<file path="config.mk">
export PLATFORM = sky130hd
export DESIGN_NAME = dns_message_field_parser
export DESIGN_NICKNAME = d
export VERILOG_FILES = /design/src/hw/rtl/dmfp_pkg.sv /design/src/hw/rtl/dmfp_in_stage.sv /design/src/hw/rtl/dmfp_out_stage.sv /design/src/hw/rtl/dmfp_parse_core.sv /design/src/hw/rtl/dns_message_field_parser.sv
export SDC_FILE = /design/constraint.sdc
export NUM_CORES = 1
export LEC_CHECK = 0
export BUFFER_PORTS_ARGS = -buffer_cell sky130_fd_sc_hd__buf_2
export CORE_AREA = 2 2 175 177
export DETAILED_ROUTE_END_ITERATION = 7
export DIE_AREA = 0 0 177 179
export GPL_ROUTABILITY_DRIVEN = 0
export HOLD_SLACK_MARGIN = 0.1
export PLACE_DENSITY_LB_ADDON = 0.08
export SLEW_MARGIN = 20
export SYNTH_ARGS = -nofsm -noshare
export SYNTH_HDL_FRONTEND = slang
export SYNTH_SLANG_ARGS = --single-unit
</file>
<file path="constraint.sdc">
create_clock -name clk -period 9.75 [get_ports clk]
set_clock_uncertainty 0.2 [all_clocks]
set_input_delay 1.95 -clock clk [delete_from_list [all_inputs] [get_ports clk]]
set_output_delay 1.95 -clock clk [all_outputs]
set_load 0.01 [all_outputs]
</file>
<file path="src/hw/rtl/dmfp_pkg.sv">
package dmfp_pkg;

    // one message byte as it arrives from the link
    typedef struct packed {
        logic [7:0] data_byte;
        logic       start_of_message;
    } dmfp_in_t;

    // one decoded field
    typedef struct packed {
        logic [3:0]  field_kind;
        logic [31:0] field_value;
        logic [2:0]  section;
        logic        query_response;
        logic [3:0]  op_code;
        logic        authoritative;
        logic        truncated;
        logic        recursion_desired;
        logic        recursion_available;
        logic [2:0]  reserved_bits;
        logic [3:0]  response_code;
        logic        message_done;
    } dmfp_out_t;

    // parse phase
    typedef enum logic [2:0] {
        PH_HEADER = 3'd0,
        PH_LENGTH = 3'd1,
        PH_LABEL  = 3'd2,
        PH_TYPE   = 3'd3,
        PH_CLASS  = 3'd4,
        PH_TTL    = 3'd5,
        PH_RDLEN  = 3'd6,
        PH_RDATA  = 3'd7
    } phase_t;

    // field kinds
    localparam logic [3:0] KIND_ID        = 4'd0;
    localparam logic [3:0] KIND_FLAGS     = 4'd1;
    localparam logic [3:0] KIND_QDCOUNT   = 4'd2;
    localparam logic [3:0] KIND_ANCOUNT   = 4'd3;
    localparam logic [3:0] KIND_NSCOUNT   = 4'd4;
    localparam logic [3:0] KIND_ARCOUNT   = 4'd5;
    localparam logic [3:0] KIND_NAME_CHAR = 4'd6;
    localparam logic [3:0] KIND_NAME_END  = 4'd7;
    localparam logic [3:0] KIND_TYPE      = 4'd8;
    localparam logic [3:0] KIND_CLASS     = 4'd9;
    localparam logic [3:0] KIND_TTL       = 4'd10;
    localparam logic [3:0] KIND_RDLENGTH  = 4'd11;
    localparam logic [3:0] KIND_RDATA     = 4'd12;
    localparam logic [3:0] KIND_ERROR     = 4'd13;

    // sections
    localparam logic [2:0] SEC_HEADER     = 3'd0;
    localparam logic [2:0] SEC_QUESTION   = 3'd1;
    localparam logic [2:0] SEC_ANSWER     = 3'd2;
    localparam logic [2:0] SEC_AUTHORITY  = 3'd3;
    localparam logic [2:0] SEC_ADDITIONAL = 3'd4;

    // error codes
    localparam logic [31:0] ERR_POINTER   = 32'd1;
    localparam logic [31:0] ERR_LABEL_LEN = 32'd2;
    localparam logic [31:0] ERR_NAME_LEN  = 32'd3;

    // characters
    localparam logic [7:0] CHAR_DOT     = 8'h2E;
    localparam logic [7:0] CHAR_UPPER_A = 8'h41;
    localparam logic [7:0] CHAR_UPPER_Z = 8'h5A;
    localparam logic [7:0] CASE_OFFSET  = 8'h20;
    localparam logic [7:0] MAX_LABEL    = 8'd63;

endpackage

</file>
<file path="src/hw/rtl/dmfp_in_stage.sv">
module dmfp_in_stage
(
    input  logic               clk,
    input  logic               rst_n,
    input  logic               in_valid,
    output logic               in_ready,
    input  dmfp_pkg::dmfp_in_t in_data,
    input  logic               take,
    output logic               hold_valid,
    output dmfp_pkg::dmfp_in_t hold_data
);

    logic               valid_reg;
    logic               valid_next;
    dmfp_pkg::dmfp_in_t data_reg;

    // refill in the same cycle the held beat is consumed
    assign in_ready   = !valid_reg || take;
    assign valid_next = (in_valid && in_ready) || (valid_reg && !take);

    always_ff @(posedge clk or negedge rst_n)
    begin
        if (!rst_n)
        begin
            valid_reg <= 1'b0;
        end
        else
        begin
            valid_reg <= valid_next;
        end
    end

    always_ff @(posedge clk)
    begin
        if (in_valid && in_ready)
        begin
            data_reg <= in_data;
        end
    end

    assign hold_valid = valid_reg;
    assign hold_data  = data_reg;

endmodule

</file>
<file path="src/hw/rtl/dmfp_out_stage.sv">
module dmfp_out_stage
(
    input  logic                clk,
    input  logic                rst_n,
    input  logic                load,
    input  dmfp_pkg::dmfp_out_t res,
    output logic                free,
    output logic                out_valid,
    input  logic                out_ready,
    output dmfp_pkg::dmfp_out_t out_data
);

    logic                valid_reg;
    logic                valid_next;
    dmfp_pkg::dmfp_out_t data_reg;

    assign free       = !valid_reg || out_ready;
    assign valid_next = load || (valid_reg && !out_ready);

    always_ff @(posedge clk or negedge rst_n)
    begin
        if (!rst_n)
        begin
            valid_reg <= 1'b0;
        end
        else
        begin
            valid_reg <= valid_next;
        end
    end

    always_ff @(posedge clk)
    begin
        if (load)
        begin
            data_reg <= res;
        end
    end

    assign out_valid = valid_reg;
    assign out_data  = data_reg;

endmodule

</file>
<file path="src/hw/rtl/dmfp_parse_core.sv">
module dmfp_parse_core
#(
    parameter int unsigned MAX_NAME_LEN = 255
)
(
    input  logic                clk,
    input  logic                rst_n,
    input  logic                step,
    input  dmfp_pkg::dmfp_in_t  item,
    input  logic                fold_case,
    output logic                res_valid,
    output dmfp_pkg::dmfp_out_t res
);

    localparam logic [9:0] NAME_LIMIT = 10'(MAX_NAME_LEN);

    dmfp_pkg::phase_t phase_reg, phase_next;
    logic [3:0]  hdr_off_reg, hdr_off_next;
    logic [2:0]  bytes_seen_reg, bytes_seen_next;
    logic [31:0] shift_reg, shift_next;
    logic [15:0] qd_left_reg, qd_left_next;
    logic [15:0] an_left_reg, an_left_next;
    logic [15:0] ns_left_reg, ns_left_next;
    logic [15:0] ar_left_reg, ar_left_next;
    logic [5:0]  label_left_reg, label_left_next;
    logic [7:0]  name_len_reg, name_len_next;
    logic        first_label_reg, first_label_next;
    logic [15:0] rdata_left_reg, rdata_left_next;
    logic [2:0]  section_reg, section_next;
    logic        is_resp_reg, is_resp_next;
    logic        done_reg, done_next;

    logic [7:0]  b;
    logic        start;
    logic        live;

    // header decode
    logic [15:0] hdr_word;
    logic [3:0]  hdr_kind;
    logic [15:0] hdr_ar;
    logic [2:0]  hdr_ns;
    logic        hdr_finish;
    logic        hdr_stop;

    // name decode
    logic        err_ptr;
    logic        err_len;
    logic [9:0]  name_need;
    logic        err_name;
    logic [7:0]  name_char;

    // fixed-size fields
    logic [2:0]  fld_last;
    logic        fld_complete;
    logic [31:0] fld_value;
    logic        end_fld;
    logic        end_rd;
    logic        end_rec;

    // record end bookkeeping
    logic [15:0] qd_dec, an_dec, ns_dec, ar_dec;
    logic [2:0]  er_ns;
    logic        er_last;

    assign b     = item.data_byte;
    assign start = item.start_of_message;
    assign live  = step && !start && !done_reg;

    assign hdr_word   = {shift_reg[7:0], b};
    assign hdr_kind   = {1'b0, hdr_off_reg[3:1]};
    assign hdr_ar     = (hdr_kind == dmfp_pkg::KIND_ARCOUNT) ? hdr_word : ar_left_reg;
    assign hdr_finish = hdr_kind >= dmfp_pkg::KIND_ARCOUNT;
    assign hdr_stop   = is_resp_reg || (hdr_ns == dmfp_pkg::SEC_HEADER);

    always_comb
    begin
        priority if (qd_left_reg != 16'd0)
            hdr_ns = dmfp_pkg::SEC_QUESTION;
        else if (an_left_reg != 16'd0)
            hdr_ns = dmfp_pkg::SEC_ANSWER;
        else if (ns_left_reg != 16'd0)
            hdr_ns = dmfp_pkg::SEC_AUTHORITY;
        else if (hdr_ar != 16'd0)
            hdr_ns = dmfp_pkg::SEC_ADDITIONAL;
        else
            hdr_ns = dmfp_pkg::SEC_HEADER;
    end

    assign err_ptr   = (b[7:6] == 2'b11);
    assign err_len   = b > dmfp_pkg::MAX_LABEL;
    assign name_need = {2'b00, name_len_reg} + {9'd0, !first_label_reg} + {2'b00, b};
    assign err_name  = name_need > NAME_LIMIT;
    assign name_char = (fold_case && b >= dmfp_pkg::CHAR_UPPER_A && b <= dmfp_pkg::CHAR_UPPER_Z)
                       ? b + dmfp_pkg::CASE_OFFSET : b;

    assign fld_last     = (phase_reg == dmfp_pkg::PH_TTL) ? 3'd3 : 3'd1;
    assign fld_complete = (bytes_seen_reg == fld_last);
    assign fld_value    = {shift_reg[23:0], b};
    assign end_fld = fld_complete &&
                     (((phase_reg == dmfp_pkg::PH_CLASS) && (section_reg == dmfp_pkg::SEC_QUESTION))
                      || ((phase_reg == dmfp_pkg::PH_RDLEN) && (fld_value[15:0] == 16'd0)));
    assign end_rd  = (phase_reg == dmfp_pkg::PH_RDATA) && (rdata_left_reg == 16'd1);
    assign end_rec = end_fld || end_rd;

    // the finished record comes off its own section count
    assign qd_dec = (section_reg == dmfp_pkg::SEC_QUESTION && qd_left_reg != 16'd0)
                    ? qd_left_reg - 16'd1 : qd_left_reg;
    assign an_dec = (section_reg == dmfp_pkg::SEC_ANSWER && an_left_reg != 16'd0)
                    ? an_left_reg - 16'd1 : an_left_reg;
    assign ns_dec = (section_reg == dmfp_pkg::SEC_AUTHORITY && ns_left_reg != 16'd0)
                    ? ns_left_reg - 16'd1 : ns_left_reg;
    assign ar_dec = (section_reg == dmfp_pkg::SEC_ADDITIONAL && ar_left_reg != 16'd0)
                    ? ar_left_reg - 16'd1 : ar_left_reg;

    // first section from the current one on with a record left
    always_comb
    begin
        priority if (section_reg <= dmfp_pkg::SEC_QUESTION && qd_dec != 16'd0)
            er_ns = dmfp_pkg::SEC_QUESTION;
        else if (section_reg <= dmfp_pkg::SEC_ANSWER && an_dec != 16'd0)
            er_ns = dmfp_pkg::SEC_ANSWER;
        else if (section_reg <= dmfp_pkg::SEC_AUTHORITY && ns_dec != 16'd0)
            er_ns = dmfp_pkg::SEC_AUTHORITY;
        else if (section_reg <= dmfp_pkg::SEC_ADDITIONAL && ar_dec != 16'd0)
            er_ns = dmfp_pkg::SEC_ADDITIONAL;
        else
            er_ns = dmfp_pkg::SEC_HEADER;
    end

    assign er_last = (er_ns == dmfp_pkg::SEC_HEADER);

    // next state
    always_comb
    begin
        phase_next       = phase_reg;
        hdr_off_next     = hdr_off_reg;
        bytes_seen_next  = bytes_seen_reg;
        shift_next       = shift_reg;
        qd_left_next     = qd_left_reg;
        an_left_next     = an_left_reg;
        ns_left_next     = ns_left_reg;
        ar_left_next     = ar_left_reg;
        label_left_next  = label_left_reg;
        name_len_next    = name_len_reg;
        first_label_next = first_label_reg;
        rdata_left_next  = rdata_left_reg;
        section_next     = section_reg;
        is_resp_next     = is_resp_reg;
        done_next        = done_reg;

        if (step && start)
        begin
            // fresh message, this beat is header byte 0
            phase_next       = dmfp_pkg::PH_HEADER;
            hdr_off_next     = 4'd1;
            bytes_seen_next  = 3'd0;
            shift_next       = {24'd0, b};
            qd_left_next     = 16'd0;
            an_left_next     = 16'd0;
            ns_left_next     = 16'd0;
            ar_left_next     = 16'd0;
            label_left_next  = 6'd0;
            name_len_next    = 8'd0;
            first_label_next = 1'b1;
            rdata_left_next  = 16'd0;
            section_next     = dmfp_pkg::SEC_HEADER;
            is_resp_next     = 1'b0;
            done_next        = 1'b0;
        end
        else if (live)
        begin
            unique case (phase_reg)
                dmfp_pkg::PH_HEADER:
                begin
                    hdr_off_next = hdr_off_reg + 4'd1;
                    if (!hdr_off_reg[0])
                    begin
                        shift_next = {24'd0, b};
                    end
                    else
                    begin
                        shift_next = {16'd0, hdr_word};
                        unique case (hdr_kind)
                            dmfp_pkg::KIND_FLAGS:   is_resp_next = hdr_word[15];
                            dmfp_pkg::KIND_QDCOUNT: qd_left_next = hdr_word;
                            dmfp_pkg::KIND_ANCOUNT: an_left_next = hdr_word;
                            dmfp_pkg::KIND_NSCOUNT: ns_left_next = hdr_word;
                            dmfp_pkg::KIND_ARCOUNT: ar_left_next = hdr_word;
                            default: ;
                        endcase
                        if (hdr_finish)
                        begin
                            if (hdr_stop)
                            begin
                                done_next = 1'b1;
                            end
                            else
                            begin
                                section_next     = hdr_ns;
                                phase_next       = dmfp_pkg::PH_LENGTH;
                                first_label_next = 1'b1;
                                name_len_next    = 8'd0;
                                label_left_next  = 6'd0;
                            end
                        end
                    end
                end
                dmfp_pkg::PH_LENGTH:
                begin
                    priority if (b == 8'd0)
                    begin
                        phase_next      = dmfp_pkg::PH_TYPE;
                        bytes_seen_next = 3'd0;
                        shift_next      = 32'd0;
                    end
                    else if (err_ptr || err_len || err_name)
                    begin
                        done_next = 1'b1;
                    end
                    else
                    begin
                        label_left_next = b[5:0];
                        phase_next      = dmfp_pkg::PH_LABEL;
                        if (first_label_reg)
                            first_label_next = 1'b0;
                        else
                            name_len_next = name_len_reg + 8'd1;
                    end
                end
                dmfp_pkg::PH_LABEL:
                begin
                    name_len_next   = name_len_reg + 8'd1;
                    label_left_next = label_left_reg - 6'd1;
                    if (label_left_reg == 6'd1)
                        phase_next = dmfp_pkg::PH_LENGTH;
                end
                dmfp_pkg::PH_TYPE, dmfp_pkg::PH_CLASS, dmfp_pkg::PH_TTL, dmfp_pkg::PH_RDLEN:
                begin
                    shift_next      = fld_value;
                    bytes_seen_next = bytes_seen_reg + 3'd1;
                    if (fld_complete)
                    begin
                        bytes_seen_next = 3'd0;
                        shift_next      = 32'd0;
                        if (!end_fld)
                        begin
                            unique case (phase_reg)
                                dmfp_pkg::PH_TYPE:  phase_next = dmfp_pkg::PH_CLASS;
                                dmfp_pkg::PH_CLASS: phase_next = dmfp_pkg::PH_TTL;
                                dmfp_pkg::PH_TTL:   phase_next = dmfp_pkg::PH_RDLEN;
                                default:            phase_next = dmfp_pkg::PH_RDATA;
                            endcase
                        end
                        if (phase_reg == dmfp_pkg::PH_RDLEN)
                            rdata_left_next = fld_value[15:0];
                    end
                end
                dmfp_pkg::PH_RDATA:
                begin
                    rdata_left_next = rdata_left_reg - 16'd1;
                end
            endcase

            if (end_rec && phase_reg != dmfp_pkg::PH_HEADER
                && phase_reg != dmfp_pkg::PH_LENGTH && phase_reg != dmfp_pkg::PH_LABEL)
            begin
                qd_left_next = qd_dec;
                an_left_next = an_dec;
                ns_left_next = ns_dec;
                ar_left_next = ar_dec;
                if (er_last)
                begin
                    done_next = 1'b1;
                end
                else
                begin
                    section_next     = er_ns;
                    phase_next       = dmfp_pkg::PH_LENGTH;
                    first_label_next = 1'b1;
                    name_len_next    = 8'd0;
                    label_left_next  = 6'd0;
                end
            end
        end
    end

    // result
    always_comb
    begin
        res_valid = 1'b0;
        res       = '0;
        if (live)
        begin
            unique case (phase_reg)
                dmfp_pkg::PH_HEADER:
                begin
                    if (hdr_off_reg[0])
                    begin
                        res_valid         = 1'b1;
                        res.field_kind    = hdr_kind;
                        res.field_value   = {16'd0, hdr_word};
                        res.section       = dmfp_pkg::SEC_HEADER;
                        res.message_done  = hdr_finish && hdr_stop;
                        if (hdr_kind == dmfp_pkg::KIND_FLAGS)
                        begin
                            res.query_response      = hdr_word[15];
                            res.op_code             = hdr_word[14:11];
                            res.authoritative       = hdr_word[10];
                            res.truncated           = hdr_word[9];
                            res.recursion_desired   = hdr_word[8];
                            res.recursion_available = hdr_word[7];
                            res.reserved_bits       = hdr_word[6:4];
                            res.response_code       = hdr_word[3:0];
                        end
                    end
                end
                dmfp_pkg::PH_LENGTH:
                begin
                    res.section = section_reg;
                    priority if (b == 8'd0)
                    begin
                        res_valid       = 1'b1;
                        res.field_kind  = dmfp_pkg::KIND_NAME_END;
                        res.field_value = {24'd0, name_len_reg};
                    end
                    else if (err_ptr)
                    begin
                        res_valid        = 1'b1;
                        res.field_kind   = dmfp_pkg::KIND_ERROR;
                        res.field_value  = dmfp_pkg::ERR_POINTER;
                        res.message_done = 1'b1;
                    end
                    else if (err_len)
                    begin
                        res_valid        = 1'b1;
                        res.field_kind   = dmfp_pkg::KIND_ERROR;
                        res.field_value  = dmfp_pkg::ERR_LABEL_LEN;
                        res.message_done = 1'b1;
                    end
                    else if (err_name)
                    begin
                        res_valid        = 1'b1;
                        res.field_kind   = dmfp_pkg::KIND_ERROR;
                        res.field_value  = dmfp_pkg::ERR_NAME_LEN;
                        res.message_done = 1'b1;
                    end
                    else if (!first_label_reg)
                    begin
                        res_valid       = 1'b1;
                        res.field_kind  = dmfp_pkg::KIND_NAME_CHAR;
                        res.field_value = {24'd0, dmfp_pkg::CHAR_DOT};
                    end
                end
                dmfp_pkg::PH_LABEL:
                begin
                    res_valid       = 1'b1;
                    res.field_kind  = dmfp_pkg::KIND_NAME_CHAR;
                    res.field_value = {24'd0, name_char};
                    res.section     = section_reg;
                end
                dmfp_pkg::PH_TYPE, dmfp_pkg::PH_CLASS, dmfp_pkg::PH_TTL, dmfp_pkg::PH_RDLEN:
                begin
                    if (fld_complete)
                    begin
                        res_valid = 1'b1;
                        unique case (phase_reg)
                            dmfp_pkg::PH_TYPE:  res.field_kind = dmfp_pkg::KIND_TYPE;
                            dmfp_pkg::PH_CLASS: res.field_kind = dmfp_pkg::KIND_CLASS;
                            dmfp_pkg::PH_TTL:   res.field_kind = dmfp_pkg::KIND_TTL;
                            default:            res.field_kind = dmfp_pkg::KIND_RDLENGTH;
                        endcase
                        res.field_value  = fld_value;
                        // a record that hands over reports the section it hands over to
                        res.section      = (end_fld && !er_last) ? er_ns : section_reg;
                        res.message_done = end_fld && er_last;
                    end
                end
                dmfp_pkg::PH_RDATA:
                begin
                    res_valid        = 1'b1;
                    res.field_kind   = dmfp_pkg::KIND_RDATA;
                    res.field_value  = {24'd0, b};
                    res.section      = section_reg;
                    res.message_done = end_rd && er_last;
                end
            endcase
        end
    end

    always_ff @(posedge clk or negedge rst_n)
    begin
        if (!rst_n)
        begin
            phase_reg       <= dmfp_pkg::PH_HEADER;
            hdr_off_reg     <= 4'd0;
            bytes_seen_reg  <= 3'd0;
            shift_reg       <= 32'd0;
            qd_left_reg     <= 16'd0;
            an_left_reg     <= 16'd0;
            ns_left_reg     <= 16'd0;
            ar_left_reg     <= 16'd0;
            label_left_reg  <= 6'd0;
            name_len_reg    <= 8'd0;
            first_label_reg <= 1'b1;
            rdata_left_reg  <= 16'd0;
            section_reg     <= dmfp_pkg::SEC_HEADER;
            is_resp_reg     <= 1'b0;
            done_reg        <= 1'b1;
        end
        else
        begin
            phase_reg       <= phase_next;
            hdr_off_reg     <= hdr_off_next;
            bytes_seen_reg  <= bytes_seen_next;
            shift_reg       <= shift_next;
            qd_left_reg     <= qd_left_next;
            an_left_reg     <= an_left_next;
            ns_left_reg     <= ns_left_next;
            ar_left_reg     <= ar_left_next;
            label_left_reg  <= label_left_next;
            name_len_reg    <= name_len_next;
            first_label_reg <= first_label_next;
            rdata_left_reg  <= rdata_left_next;
            section_reg     <= section_next;
            is_resp_reg     <= is_resp_next;
            done_reg        <= done_next;
        end
    end

endmodule

</file>
<file path="src/hw/rtl/dns_message_field_parser.sv">
// DNS message field parser. Message bytes arrive in wire order, one per input beat, with
// start_of_message set on the first byte of each message; a start beat always abandons
// whatever message was in progress. The 12-byte header comes out as id, flags (split into
// its bit fields) and the four section counts. For a query the parser then walks the
// question, answer, authority and additional records, giving each name one character per
// beat with dots between labels, then type, class (where a question record ends), ttl,
// rdlength and the rdata bytes; a response stops after arcount. message_done marks the
// last field of a message and every error (compression pointer, label longer than 63, name
// longer than MAX_NAME_LEN); after that the parser ignores bytes until the next start beat.
// fold_case (reset 1) lowercases name characters; the user must write it only while the
// parser is idle, not enforced by the block. Throughput is one byte per clock whenever
// the result side keeps taking beats: each byte passes an input register, decode against
// the parse state and a result register. Bytes that complete no field produce no beat.
module dns_message_field_parser
#(
    parameter int unsigned MAX_NAME_LEN = 255
)
(
    input  logic                clk,
    input  logic                rst_n,
    input  logic                in_valid,
    output logic                in_ready,
    input  dmfp_pkg::dmfp_in_t  in_data,
    output logic                out_valid,
    input  logic                out_ready,
    output dmfp_pkg::dmfp_out_t out_data,
    input  logic                cfg_wr_en,
    input  logic                cfg_wr_data
);

    logic                fold_case_reg;
    logic                fold_case_next;

    logic                hold_valid;
    dmfp_pkg::dmfp_in_t  hold_data;
    logic                out_free;
    logic                fire;
    logic                res_valid;
    dmfp_pkg::dmfp_out_t res;

    // configuration register, no read-back
    assign fold_case_next = cfg_wr_en ? cfg_wr_data : fold_case_reg;

    always_ff @(posedge clk or negedge rst_n)
    begin
        if (!rst_n)
        begin
            fold_case_reg <= 1'b1;
        end
        else
        begin
            fold_case_reg <= fold_case_next;
        end
    end

    // held byte is decoded once the result register can take whatever it yields
    assign fire = hold_valid && out_free;

    dmfp_in_stage u_in_stage
    (
        .clk        (clk),
        .rst_n      (rst_n),
        .in_valid   (in_valid),
        .in_ready   (in_ready),
        .in_data    (in_data),
        .take       (fire),
        .hold_valid (hold_valid),
        .hold_data  (hold_data)
    );

    // parse state and per-byte decode
    dmfp_parse_core
    #(
        .MAX_NAME_LEN (MAX_NAME_LEN)
    )
    u_parse_core
    (
        .clk       (clk),
        .rst_n     (rst_n),
        .step      (fire),
        .item      (hold_data),
        .fold_case (fold_case_reg),
        .res_valid (res_valid),
        .res       (res)
    );

    // result register, decouples the two sides
    dmfp_out_stage u_out_stage
    (
        .clk       (clk),
        .rst_n     (rst_n),
        .load      (fire && res_valid),
        .res       (res),
        .free      (out_free),
        .out_valid (out_valid),
        .out_ready (out_ready),
        .out_data  (out_data)
    );

endmodule
</file>
==> results.sh <==
export IMPL_crit_end="u_parse_core.qd_left_reg[3]"
export IMPL_seq_area_frac_synth=0.408
export IMPL_first_global_vias=12000
export IMPL_cp_start_kind="register"
export IMPL_synth_compound_area_frac=0.252
export IMPL_end_kind="register"
export IMPL_netlist_top_cells_area="dfrtp_1 25%, edfxtp_1 15%, o21ai_0 6.6%"
export IMPL_grtUsageTotal=0.283
export IMPL_yosys_area_top_type="dfrtp_1"
export IMPL_grt_max_degree=78
export IMPL_yosys_most_used_dff="dfrtp_1"
export IMPL_synthAdderAreaFrac=0.0224
export IMPL_avgSynthCellArea_um2=8.45
export IMPL_drv_cap=0
export IMPL_holdWs_ns=0.271
export IMPL_synthSimpleGateAreaFrac=0.254
export IMPL_ctsHtreeMaxLevel=1
export IMPL_syn_nets=1599
export IMPL_fin_crit_sh=0.491
export IMPL_synth_xor_area_frac=0.0133
export IMPL_slew_viol_final=0
export IMPL_synth_area_um2=13200
export IMPL_core_um2=30000
export IMPL_synth_top_area_share=0.254
export IMPL_fin_setup_tns_ns=0
export IMPL_firstDrtPassIters=6
export IMPL_syn_to_final_growth_pct=10.5
export IMPL_setup_violations_final=0
export IMPL_synth_edf_count=65
export IMPL_worstRegToRegCells=11
export IMPL_num_vias=12700
export IMPL_p_leak_uw=0.00598
export IMPL_yosysMostFrequentCell="nand2_1"
export IMPL_numCtsBuffers=24
export IMPL_synth_top_family_by_area="simple AND/OR/NAND/NOR gates"
export IMPL_path_class="register to register"
export IMPL_dieArea_um2=31700
export IMPL_dp_hpwl_mm=29.9
export IMPL_reg2reg_setup_slack_ns=4.97
export IMPL_reg2reg_to="u_parse_core.qd_left_reg[3]"
export IMPL_pre_cts_ws_ns=4.90
export IMPL_start_util=0.440
export IMPL_drc_errors=0
export IMPL_relSlewSlack=0.244
export IMPL_clock_sinks=202
export IMPL_synth_mux_area_frac=0.00616
export IMPL_avgViaCountPerCell=6.39
export IMPL_synth_seq_cells=202
export IMPL_power_density_nw_per_um2=272
export IMPL_cp_required_ns=9.97
export IMPL_finalWorstSetupSlack_ns=4.97
export IMPL_synth_common_cells="186 x nand2_1, 173 x o21ai_0, 134 x dfrtp_1, 134 x nor2_1, 117 x a21oi_1"
export IMPL_routedWlPerCell_um=22.4
export IMPL_ir_drop_uv=164
export IMPL_cts_resized_gates=0
export IMPL_hold_violations=0
export IMPL_postSynth_asyncResetShare=0.678
export IMPL_cts_buffer_depth=3
export IMPL_first_iter_violations=1254
export IMPL_ys_warn_count=0
export IMPL_max_freq_ghz=0.209
export IMPL_postCtsSetupRepairBufs=0
export IMPL_die_y_um=179
export IMPL_cp_max_fo=37
export IMPL_min_period_ns=4.78
export IMPL_crit_path_start="u_in_stage.hold_data[5]"
export IMPL_grt_first_pass_wirelength_mm=70.3
export IMPL_power_uw=3960
export IMPL_arrival_ns=5.01
export IMPL_io_buffers=72
export IMPL_clkTransAtPathRegs_ns=0.06
export IMPL_diodes=0
export IMPL_max_slew_worst_pin_slew_ns=1.13
export IMPL_fp_dieW_um=177
export IMPL_hold_buffers=0
export IMPL_cts_root_buf="clkbuf_16"
export IMPL_hold_class="register to register"
export IMPL_postRouteAntennaNets=0
export IMPL_drive_gt1_frac=0.111
export IMPL_rsz0062_at_grt="no"
export IMPL_r2r_start="u_in_stage.hold_data[5]"
export IMPL_min_delay_start="u_parse_core.shift_reg[18]"
export IMPL_antenna_found_initial=0
export IMPL_netlist_instances=1561
export IMPL_nNetsFinal=1609
export IMPL_largest_reg_flops=56
export IMPL_synthDistinctLibCells=93
export IMPL_rows=64
export IMPL_overflow=0
export IMPL_ios=73
export IMPL_insertion_delay_ns=0.54
export IMPL_outcome="finished clean"
export IMPL_wirelength_mm=44.5
export IMPL_cts_tree="done"
export IMPL_fillers=2946
[metal layers]
layer  share of wire  GRT usage  up-vias
met1            0.44      0.396     6142
met2            0.45      0.449      601
li1                -          -     5836
met4           0.031     0.0923        0
met3           0.079     0.0424       97
met5               0          0        -
[kinds of logic (layout without fill, tap and decap cells)]
family                     count (synthesis)  in the layout
xor gates and xnor gates                  20             20
DFF                                      202            202
muxes                                      8              8
and+or+nand+nor                          654            654
AOI/OAI and AO/OA                        507            507
buffers and inverters                    147            175
adders and majority gates                 23             23
[per-stage QoR]
stage | util | area (um^2) | instances
after CTS | 0.486 | 14600 | 1985
after global routing | 0.486 | 14600 | 1985
after detailed placement | 0.460 | 13800 | 1941
after global placement | 0.460 | 13800 | 1941
after floorplan | - | 13200 | 1561
final | 0.486 | 14600 | 1985
[layout by cell type, fill, tap and decap left out, drive strengths merged, types with 7 or more instances in the layout]
cell type and instances:
and4 8, buf 91, nand3b 12, nand4 27, clkinv 9, dfrtp 134
a211oi 12, o21ai 178, nand2b 13, nor2b 9, and3 42, mux2i 7
nor3 55, clkbuf 32, o31a 11, or4 15, nor3b 13, nand2 186
nand3 37, nor4 31, o32ai 10, a22o 29, o31ai 25, or2 9
edfxtp 65, a2111oi 7, inv 40, and2 30, a31oi 19, or3 12
o211ai 11, a21oi 117, ha 22, a32oi 7, a21o 12, xnor2 14
nor2 136
[power by group]
| group | switching [uW] | total, uW | internal, uW |
|---|---|---|---|
| Combinational | 1140 | 1740 | 600 |
| Sequential | 263 | 1300 | 1040 |
| Clock | 376 | 917 | 541 |
[critical path, stage by stage (launching register included)]
cell and delay (ns):
edfxtp_1 0.64, or4_1 0.64, nor4_2 0.23, buf_4 0.25
nand4_1 0.14, a211oi_1 0.50, or2_2 0.51, buf_4 0.46
nor3_1 0.11, nor2_1 0.49, o21ai_0 0.19, a22o_1 0.26
[final cells by class]
| class | instances | area [um^2] | area share |
|---|---|---|---|
| Tap cell | 396 | 495 | 0.0340 |
| Clock buffer | 32 | 641 | 0.0439 |
| Multi-Input combinational cell | 1212 | 7260 | 0.498 |
| Timing Repair Buffer | 91 | 509 | 0.0349 |
| Clock inverter | 12 | 143 | 0.00978 |
| Sequential cell | 202 | 5380 | 0.369 |
| Inverter | 40 | 150 | 0.0103 |
[how the worst min path moves through the flow]
stage	cells past startpoint	to	slack [ns]
global placement	2	u_parse_core.shift_reg[17]	0.25
detailed placement	2	u_parse_core.shift_reg[17]	0.26
floorplan	2	u_parse_core.shift_reg[16]	0.24
CTS	2	u_parse_core.shift_reg[17]	0.28
finish	2	u_parse_core.shift_reg[18]	0.27
global route	2	u_parse_core.shift_reg[20]	0.30
(Power assumes the default switching activity.)
